### config.mk
export PLATFORM = sky130hd
export DESIGN_NAME = beat_sine_oscillator_16_top
export DESIGN_NICKNAME = d
export VERILOG_FILES = /design/src/design/bso16_pkg.sv /design/src/design/beat_sine_oscillator_16_top.sv
export SDC_FILE = /design/constraint.sdc
export NUM_CORES = 2
export LEC_CHECK = 0
export BUFFER_PORTS_ARGS = -buffer_cell sky130_fd_sc_hd__buf_2
export CORE_MARGIN = 2
export CORE_UTILIZATION = 30
export DETAILED_ROUTE_END_ITERATION = 8
export GPL_TIMING_DRIVEN = 1
export PLACE_DENSITY = 0.45
export SYNTH_ARGS = -nofsm -noshare
export SYNTH_HDL_FRONTEND = slang
export SYNTH_SLANG_ARGS = --single-unit
### constraint.sdc
create_clock -name clock -period 13.47 [get_ports clock]
set_input_delay 3.3675 -clock clock [delete_from_list [all_inputs] [get_ports clock]]
set_output_delay 3.3675 -clock clock [all_outputs]
set_load 0.01 [all_outputs]
### src/design/bso16_pkg.sv
`default_nettype none

package bso16_pkg;

   localparam int unsigned DataWidth   = 16;
   localparam int unsigned TimeWidth   = 32;
   localparam int unsigned CsrWidth    = 32;
   localparam int unsigned AddrWidth   = 5;
   localparam int unsigned NumStages   = 6;

   localparam logic [15:0] TempoReset  = 16'd60;
   localparam logic [15:0] LowReset    = 16'd0;
   localparam logic [15:0] HighReset   = 16'd65535;
   localparam logic [31:0] OriginReset = 32'd0;
   localparam logic [15:0] ShiftReset  = 16'd0;

   localparam logic [15:0] BeatScale   = 16'd280;
   localparam logic [15:0] SineBias    = 16'h8000;
   localparam logic [10:0] QuarterMax  = 11'd2047;
   localparam logic [15:0] WholeBpmLim = 16'd256;

   typedef enum logic [2:0] {
      REG_TEMPO  = 3'd0,
      REG_LOW    = 3'd1,
      REG_HIGH   = 3'd2,
      REG_ORIGIN = 3'd3,
      REG_SHIFT  = 3'd4
   } reg_index_type;

   function automatic logic [15:0] seg_base(input logic [2:0] sec);
      logic [15:0] val;
      case (sec)
         3'd0: val = 16'd0;
         3'd1: val = 16'd6393;
         3'd2: val = 16'd12539;
         3'd3: val = 16'd18204;
         3'd4: val = 16'd23170;
         3'd5: val = 16'd27245;
         3'd6: val = 16'd30273;
         default: val = 16'd32137;
      endcase
      return val;
   endfunction

   function automatic logic [5:0] seg_slope(input logic [2:0] sec);
      logic [5:0] val;
      case (sec)
         3'd0: val = 6'd49;
         3'd1: val = 6'd48;
         3'd2: val = 6'd44;
         3'd3: val = 6'd38;
         3'd4: val = 6'd31;
         3'd5: val = 6'd23;
         3'd6: val = 6'd14;
         default: val = 6'd4;
      endcase
      return val;
   endfunction

endpackage

`default_nettype wire

### src/design/beat_sine_oscillator_16_top.sv
// beat-synchronized sine oscillator, 16 bit
// input channel (req_valid/req_ready, req_now_ms): one millisecond time stamp
// per transaction. result channel (rsp_valid/rsp_ready, rsp_wave_value): one
// value per transaction, in order, swinging between low_bound and high_bound
// at the programmed tempo
// csr port: apb-style, tempo at 0x00, low_bound 0x04, high_bound 0x08,
// time_origin 0x0c, phase_shift 0x10; pready is always high, program while idle
// six-stage pipeline: subtract origin, 32x16 multiply by tempo, scale by 280
// and add phase, piecewise linear sine, range multiply, add low bound into the
// output register
// an accepted transaction moves through the stage registers in order and shows
// on rsp_valid from the output register; throughput one transaction per cycle
// while rsp_ready is high, set by the fully pipelined datapath with at most one multiplier per stage
// a stalled receiver holds the output; empty stages behind it keep filling, so
// req_ready drops only once all six stages hold a transaction
// reset (synchronous, active high) empties the pipeline and loads the
// registers with tempo 60, bounds 0 and 65535, origin 0, phase 0
`default_nettype none

module beat_sine_oscillator_16_top (
   input  wire logic                                 clock,
   input  wire logic                                 reset,
   input  wire logic                                 req_valid,
   output logic                                      req_ready,
   input  wire logic [bso16_pkg::TimeWidth-1:0]      req_now_ms,
   output logic                                      rsp_valid,
   input  wire logic                                 rsp_ready,
   output logic [bso16_pkg::DataWidth-1:0]           rsp_wave_value,
   input  wire logic                                 psel,
   input  wire logic                                 penable,
   input  wire logic                                 pwrite,
   input  wire logic [bso16_pkg::AddrWidth-1:0]      paddr,
   input  wire logic [bso16_pkg::CsrWidth-1:0]       pwdata,
   output logic [bso16_pkg::CsrWidth-1:0]            prdata,
   output logic                                      pready
);

   localparam int unsigned N = bso16_pkg::NumStages;

   logic [15:0] tempo_ff, low_ff, high_ff, shift_ff;
   logic [31:0] origin_ff;
   logic [2:0]  reg_idx;
   logic        csr_wr;

   assign pready  = 1'b1;
   assign reg_idx = paddr[4:2];
   assign csr_wr  = psel && penable && pwrite && pready;

   always_ff @(posedge clock) begin
      if (reset) begin
         tempo_ff  <= bso16_pkg::TempoReset;
         low_ff    <= bso16_pkg::LowReset;
         high_ff   <= bso16_pkg::HighReset;
         origin_ff <= bso16_pkg::OriginReset;
         shift_ff  <= bso16_pkg::ShiftReset;
      end else if (csr_wr) begin
         unique case (reg_idx)
            bso16_pkg::REG_TEMPO:  tempo_ff  <= pwdata[15:0];
            bso16_pkg::REG_LOW:    low_ff    <= pwdata[15:0];
            bso16_pkg::REG_HIGH:   high_ff   <= pwdata[15:0];
            bso16_pkg::REG_ORIGIN: origin_ff <= pwdata[31:0];
            bso16_pkg::REG_SHIFT:  shift_ff  <= pwdata[15:0];
            default: ;
         endcase
      end
   end

   always_comb begin
      unique case (reg_idx)
         bso16_pkg::REG_TEMPO:  prdata = {16'd0, tempo_ff};
         bso16_pkg::REG_LOW:    prdata = {16'd0, low_ff};
         bso16_pkg::REG_HIGH:   prdata = {16'd0, high_ff};
         bso16_pkg::REG_ORIGIN: prdata = origin_ff;
         bso16_pkg::REG_SHIFT:  prdata = {16'd0, shift_ff};
         default:               prdata = '0;
      endcase
   end

   // pipeline control
   logic [N-1:0] vld_ff, vld_in, stg_ready;

   always_comb begin
      stg_ready[N-1] = !vld_ff[N-1] || rsp_ready;
      for (int k = N - 2; k >= 0; k--) begin
         stg_ready[k] = !vld_ff[k] || stg_ready[k+1];
      end
      vld_in[0] = stg_ready[0] ? req_valid : vld_ff[0];
      for (int k = 1; k < N; k++) begin
         if (stg_ready[k]) begin
            vld_in[k] = vld_ff[k-1];
         end else begin
            vld_in[k] = vld_ff[k];
         end
      end
   end

   always_ff @(posedge clock) begin
      if (reset) begin
         vld_ff <= '0;
      end else begin
         vld_ff <= vld_in;
      end
   end

   assign req_ready = stg_ready[0];
   assign rsp_valid = vld_ff[N-1];

   // stage 1: elapsed time and tempo in q8.8
   logic [31:0] s1_diff_ff, s1_diff_in;
   logic [15:0] s1_bpm_ff, s1_bpm_in;
   assign s1_diff_in = req_now_ms - origin_ff;
   assign s1_bpm_in  = (tempo_ff < bso16_pkg::WholeBpmLim) ? {tempo_ff[7:0], 8'd0} : tempo_ff;

   // stage 2: elapsed times tempo, low 32 bits
   logic [31:0] s2_prod_ff, s2_prod_in;
   logic [47:0] s2_full;
   assign s2_full    = s1_diff_ff * s1_bpm_ff;
   assign s2_prod_in = s2_full[31:0];

   // stage 3: scale by 280, take product bits 31:16, add phase
   logic [15:0] s3_theta_ff, s3_theta_in;
   logic [47:0] s3_full;
   assign s3_full     = s2_prod_ff * bso16_pkg::BeatScale;
   assign s3_theta_in = s3_full[31:16] + shift_ff;

   // stage 4: piecewise linear sine with quadrant folding, biased
   logic [15:0] s4_sine_ff, s4_sine_in;
   logic [10:0] s4_off;
   logic [2:0]  s4_sec;
   logic [6:0]  s4_sub;
   logic [15:0] s4_mag;
   always_comb begin
      s4_off = s3_theta_ff[13:3];
      if (s3_theta_ff[14]) begin
         s4_off = bso16_pkg::QuarterMax - s4_off;
      end
      s4_sec = s4_off[10:8];
      s4_sub = s4_off[7:1];
      s4_mag = ({10'd0, bso16_pkg::seg_slope(s4_sec)} * {9'd0, s4_sub})
               + bso16_pkg::seg_base(s4_sec);
      if (s3_theta_ff[15]) begin
         s4_sine_in = bso16_pkg::SineBias - s4_mag;
      end else begin
         s4_sine_in = bso16_pkg::SineBias + s4_mag;
      end
   end

   // stage 5: scale to the range
   logic [15:0] s5_scaled_ff, s5_scaled_in;
   logic [16:0] s5_span;
   logic [32:0] s5_full;
   assign s5_span      = {1'b0, 16'(high_ff - low_ff)} + 17'd1;
   assign s5_full      = s4_sine_ff * s5_span;
   assign s5_scaled_in = s5_full[31:16];

   // stage 6: add low bound into the output register
   logic [15:0] s6_out_ff, s6_out_in;
   assign s6_out_in = low_ff + s5_scaled_ff;

   always_ff @(posedge clock) begin
      if (stg_ready[0]) begin
         s1_diff_ff <= s1_diff_in;
         s1_bpm_ff  <= s1_bpm_in;
      end
      if (stg_ready[1]) begin
         s2_prod_ff <= s2_prod_in;
      end
      if (stg_ready[2]) begin
         s3_theta_ff <= s3_theta_in;
      end
      if (stg_ready[3]) begin
         s4_sine_ff <= s4_sine_in;
      end
      if (stg_ready[4]) begin
         s5_scaled_ff <= s5_scaled_in;
      end
      if (stg_ready[5]) begin
         s6_out_ff <= s6_out_in;
      end
   end

   assign rsp_wave_value = s6_out_ff;

   // an empty pipeline always takes a transaction
   a_empty_ready: assert property (@(posedge clock) disable iff (reset)
      (vld_ff == '0) |-> req_ready)
      else $error("pipeline empty but not ready");

   // a transaction in the stage before the output stage moves into it when the output stage can take it
   a_no_loss: assert property (@(posedge clock) disable iff (reset)
      (vld_ff[N-2] && stg_ready[N-1]) |=> vld_ff[N-1])
      else $error("transaction lost between last two stages");

   // input transaction shows up in stage one
   a_enter: assert property (@(posedge clock) disable iff (reset)
      (req_valid && req_ready) |=> vld_ff[0])
      else $error("accepted transaction not captured");

   // csr write to tempo lands
   a_tempo_wr: assert property (@(posedge clock) disable iff (reset)
      (csr_wr && reg_idx == bso16_pkg::REG_TEMPO) |=> (tempo_ff == $past(pwdata[15:0])))
      else $error("tempo write not taken");

endmodule

`default_nettype wire
Yosys cells after proc, flatten, opt, wreduce, memory -nomap -nowiden

Index checks and enable logic that the tools add are counted.

Bits in registers: 246
Word-level logic and storage cells: 70

Magnitude comparators: 1
Add/subtract/negate cells: 9
Muxes and demuxes: 6
Multiply operators: 4
Eq/ne operators: 10
Reductions and logical operators: 21

Operators by type and width:

| cell                                                                          | count |
|---|---|
| 32-bit one-hot mux with 5 select lines                                        | 1 |
| 15-bit one-hot mux with 7 select lines                                        | 1 |
| 6-bit one-hot mux with 7 select lines                                         | 1 |
| 16-bit adder                                                                  | 2 |
| 16-bit by 17-bit multiplier with 32-bit output                                | 1 |
| 32-bit by 16-bit multiplier with 32-bit output                                | 1 |
| 32-bit by 6-bit multiplier with 29-bit output, second input constant          | 1 |
| 16-bit 2-to-1 mux                                                             | 2 |
| 32-bit subtractor                                                             | 1 |
| 16-bit by 1-bit adder with 17-bit output, second input constant               | 1 |
| 13-bit by 16-bit adder with 16-bit output                                     | 1 |
| 16-bit adder, first input constant                                            | 1 |
| 16-bit by 9-bit less-than comparator with 1-bit output, second input constant | 1 |
| 16-bit subtractor                                                             | 1 |
| 16-bit subtractor, first input constant                                       | 1 |
| 6-bit by 7-bit multiplier with 13-bit output                                  | 1 |
| 3-bit by 2-bit equality test with 1-bit output, second input constant         | 4 |
| 3-bit equality test, second input constant                                    | 4 |
| 11-bit 2-to-1 mux                                                             | 1 |
| 11-bit subtractor, first input constant                                       | 1 |
| 2-bit AND reduction                                                           | 5 |
| 3-bit by 1-bit equality test with 1-bit output, second input constant         | 2 |
| 1-bit zero test                                                               | 6 |
| 3-bit zero test                                                               | 2 |
| other kinds (2)                                                               | 8 |

Longest topological paths before layout

Depth after elaboration: 8
Depth in mapped cells: 36

Worst setup path after synthesis

OpenSTA, ideal clock, no wires.

Path kind: in2out
From: input rsp_ready
To: output req_ready
Cell stages on the path: 4
Data required time: 10.102 ns
Path slack: 4.776 ns
Data arrival time: 5.326 ns
Cell sequence: nor2b_1 and3_1 clkbuf_1 nand4_1

Cells in the longest elaborated chain, start to end: 6

Ends and longest elaborated chain:

| what                           | RTL line                          | RTL |
|---|---|---|
| from (decl)                    | beat_sine_oscillator_16_top.sv:27 | `input wire logic rsp_ready,` |
| 1-bit logical OR               | beat_sine_oscillator_16_top.sv:83 | `stg_ready[N-1] = !vld_ff[N-1] \|\| rsp_ready;` |
| 1-bit logical OR (5 in series) | beat_sine_oscillator_16_top.sv:85 | `stg_ready[k] = !vld_ff[k] \|\| stg_ready[k+1];` |
| to (decl)                      | beat_sine_oscillator_16_top.sv:24 | `output logic req_ready,` |

No other way between the ends.

Final worst setup path

From: register low_ff[2]
To: register s5_scaled_ff[15] (data pin)

Cells in the longest elaborated chain, start to end: 3

Ends and longest elaborated chain:

| what                                           | RTL line                           | RTL |
|---|---|---|
| from (decl)                                    | beat_sine_oscillator_16_top.sv:40  | `logic [15:0] tempo_ff, low_ff, high_ff, shift_ff;` |
| from (signal assigned)                         | beat_sine_oscillator_16_top.sv:52  | `low_ff <= bso16_pkg::LowReset;` |
| from (signal assigned)                         | beat_sine_oscillator_16_top.sv:59  | `bso16_pkg::REG_LOW: low_ff <= pwdata[15:0];` |
| 16-bit subtractor                              | beat_sine_oscillator_16_top.sv:152 | `assign s5_span = {1'b0, 16'(high_ff - low_ff)} + 17'd1;` |
| 16-bit by 1-bit adder with 17-bit output       | beat_sine_oscillator_16_top.sv:152 |  |
| 16-bit by 17-bit multiplier with 32-bit output | beat_sine_oscillator_16_top.sv:153 | `assign s5_full = s4_sine_ff * s5_span;` |
| named net s5_full[31]                          | beat_sine_oscillator_16_top.sv:151 | `logic [32:0] s5_full;` |
| to (signal assigned)                           | beat_sine_oscillator_16_top.sv:175 | `s5_scaled_ff <= s5_scaled_in;` |
| to (decl)                                      | beat_sine_oscillator_16_top.sv:149 | `logic [15:0] s5_scaled_ff, s5_scaled_in;` |

The timed path passes the listed nets, and every way through them passes these cells.
A chain may end at the register's enable or synchronous reset.

==> impl_metrics.py <==
metrics = {
    "detailed_routing": {
        "first_pass_iters": 5,
        "drt-initial-drc-count": 1326,
        "drt_wl_total_mm": 98.6,
        "vias": 25851,
        "drc_errors": 0,
        "vias_per_cell": 4.68,
        "ant_nets": 0,
        "wl_per_cell_um": 17.9,
    },
    "sta": {
        "post-route-min-period_ns": 9.94,
        "fin_crit_sh_pct": 73.8,
        "max_freq_mhz": 101,
        "worst_slew_pin_slew_ns": 0.978,
        "slew_viol_final": 0,
        "finClkSkew_ns": 0.0424,
        "hold_viol": 0,
        "slew_headroom_pct": 34.8,
        "rsz0062_at_grt": "false",
        "timing.final.setup_violations": 0,
        "setup-tns-final_ns": 0,
    },
    "clock_tree": {
        "clock-sinks": 236,
        "clk_path_buf_depth": 3,
        "clock_latency_ns": 0.62,
        "cts_tree": "built",
        "numCtsBuffers": 31,
        "cts_root_buf": "clkbuf_16",
        "post_cts_buffers": 0,
        "htreeDepth": 1,
        "ctsResizeCount": 0,
        "ctsHoldBuffers": 0,
        "clk_pin_slew_ns": 0.06,
    },
    "run": {
        "cap_viol_max_count": 0,
    },
    "place": {
        "port_buffers": 120,
        "dp_hpwl_mm": 77.9,
        "place_congestion": 0.811,
    },
    "floorplanning": {
        "start_util_pct": 30.1,
        "dieArea_um2": 119000,
        "ios": 127,
        "row_count": 125,
        "die_h_um": 345,
        "core-area_um2": 116000,
        "die_x_um": 345,
    },
    "critical_path": {
        "crit_arrival_ns": 10.28,
        "critPathCaptureType": "register",
        "worstSetupStartpointType": "register",
        "cpPeakStageDelay_ns": 0.60,
        "worst-path-max-fanout": 16,
        "crit_path_top_delay_cell": "or4_4",
        "crit_top_cell": "fa_1",
        "path_buf_inv": 5,
        "critical_path.top_delay_family": "adder cells",
        "crit_required_ns": 13.82,
        "path_class": "reg2reg",
    },
    "logic_synthesis": {
        "netlist_area_um2": 34900,
        "synth_area_leaders": "fa_1 (30%), ha_1 (12%), edfxtp_1 (12%)",
        "synth.most_common_cell": "inv_1",
        "synth.avg_cell_area_um2": 8.93,
        "synth-seq-cells": 236,
        "ys_seq_area_share_pct": 17.4,
        "synth_edf_count": 134,
        "yosysUniqueCellTypes": 79,
        "postSynthCellCount": 3903,
        "synthFlopType": "edfxtp_1",
        "synth-async-reset-ratio_pct": 0,
        "yosysTopAreaCell": "fa_1",
        "synth_top_area_share_pct": 30.1,
        "ys_top_cells_by_count": "inv_1 (734), nand2_1 (631), fa_1 (524)",
        "synth_warnings": 0,
        "synth_fp_nets": 4847,
    },
    "global_route": {
        "grt_max_degree": 67,
        "gr-total-overflow": 0,
        "grt_pass1_wl_mm": 157,
        "track_usage_pct": 17.0,
        "grt_pass1_vias": 27110,
        "antenna_found_initial": 9,
    },
    "hold_path": {
        "hp-class": "reg2reg",
    },
    "layout": {
        "final_nets": 4915,
        "drive_gt1_share_pct": 6.91,
        "areaGrowthSynthToFinish_pct": 9.91,
    },
    "run_status": {
        "status": "completed",
    },
}
-- cells in the final DEF, fill, tap and decap left out, types with 58 or more instances in the layout --
cell type | netlist | routed
nor2_1 | 168 | 167
nand2_1 | 631 | 631
dfxtp_1 | 102 | 102
and2_1 | 252 | 252
buf_4 | 1 | 58
inv_1 | 734 | 734
ha_1 | 344 | 344
xnor2_1 | 145 | 145
edfxtp_1 | 134 | 134
a21oi_1 | 160 | 160
fa_1 | 524 | 524
buf_2 | 5 | 119
-- tightest hold or removal path: cells and delay by family, from the launching register on --
family	cells	cell delay, ns
buffers and inverters	1	0.05
flip-flops	1	0.31
AO/OA/AOI/OAI	1	0.05
-- sequential cells by signal (all words and copies together), names as in the netlist, 12 cells and up --
register and count:
high_ff 16, low_ff 16, origin_ff 32, rsp_wave_value 16
s1_bpm_ff 16, s1_diff_ff 29, s2_prod_ff 29, s3_theta_ff 12
s4_sine_ff 16, s5_scaled_ff 16, shift_ff 16, tempo_ff 16
-- cell type report --
| type | instances | area [um2] |
|---|---|---|
| Antenna cell | 5 | 12.5 |
| Clock buffer | 45 | 942 |
| Clock inverter | 10 | 81.3 |
| Fill cell | 12213 | 77400 |
| Inverter | 734 | 2760 |
| Multi-Input combinational cell | 2791 | 25500 |
| Sequential cell | 236 | 6070 |
| Tap cell | 1524 | 1910 |
| Timing Repair Buffer | 177 | 1030 |
-- layer usage --
metal / GRT usage, % / up-vias / part of all wire (%)
met3: 1.75 / 82 / 4.5
met1: 25.0 / 12956 / 49
li1: - / 12376 / -
met2: 27.4 / 433 / 45
met5: 0 / - / 0.027
met4: 2.79 / 4 / 1.6
-- logic make-up (layout without fill, tap and decap cells) --
group           after synthesis  count (layout)  synth area share [%]
mux                          18              18                 0.574
xor+xnor                    181             181                  4.59
simple gates               1267            1267                  17.0
compound gates              456             456                  8.50
flops                       236             236                  17.4
fa+ha+maj                   868             868                  42.4
buf+inv                     876             966                  9.46
other cells                   1               6                0.0108
-- per-stage QoR --
step           utilization, %  hold WS (ns)  setup slack (ns)  cell area [um2]  cells
2_1_floorplan               -         0.426              4.78            34900   3903
3_3_place_gp             32.2         0.437              3.61            37300   5462
3_5_place_dp             32.2         0.445              3.54            37300   5462
4_1_cts                  33.1         0.452              3.49            38300   5517
5_1_grt                  33.1         0.473              2.94            38300   5518
6_report                 33.1         0.452              3.53            38300   5522
-- final timing paths --
check            start  depth (start not counted)  slack [ns]                to
max          low_ff[2]                         33        3.53  s5_scaled_ff[15]
min          vld_ff[0]                          2        0.45         vld_ff[1]
max reg2reg  low_ff[2]                         33        3.53  s5_scaled_ff[15]
min reg2reg  vld_ff[0]                          2        0.45         vld_ff[1]
Power is not shown: default switching activity piles up to over one toggle a cycle in this logic, so the estimate is an artifact.
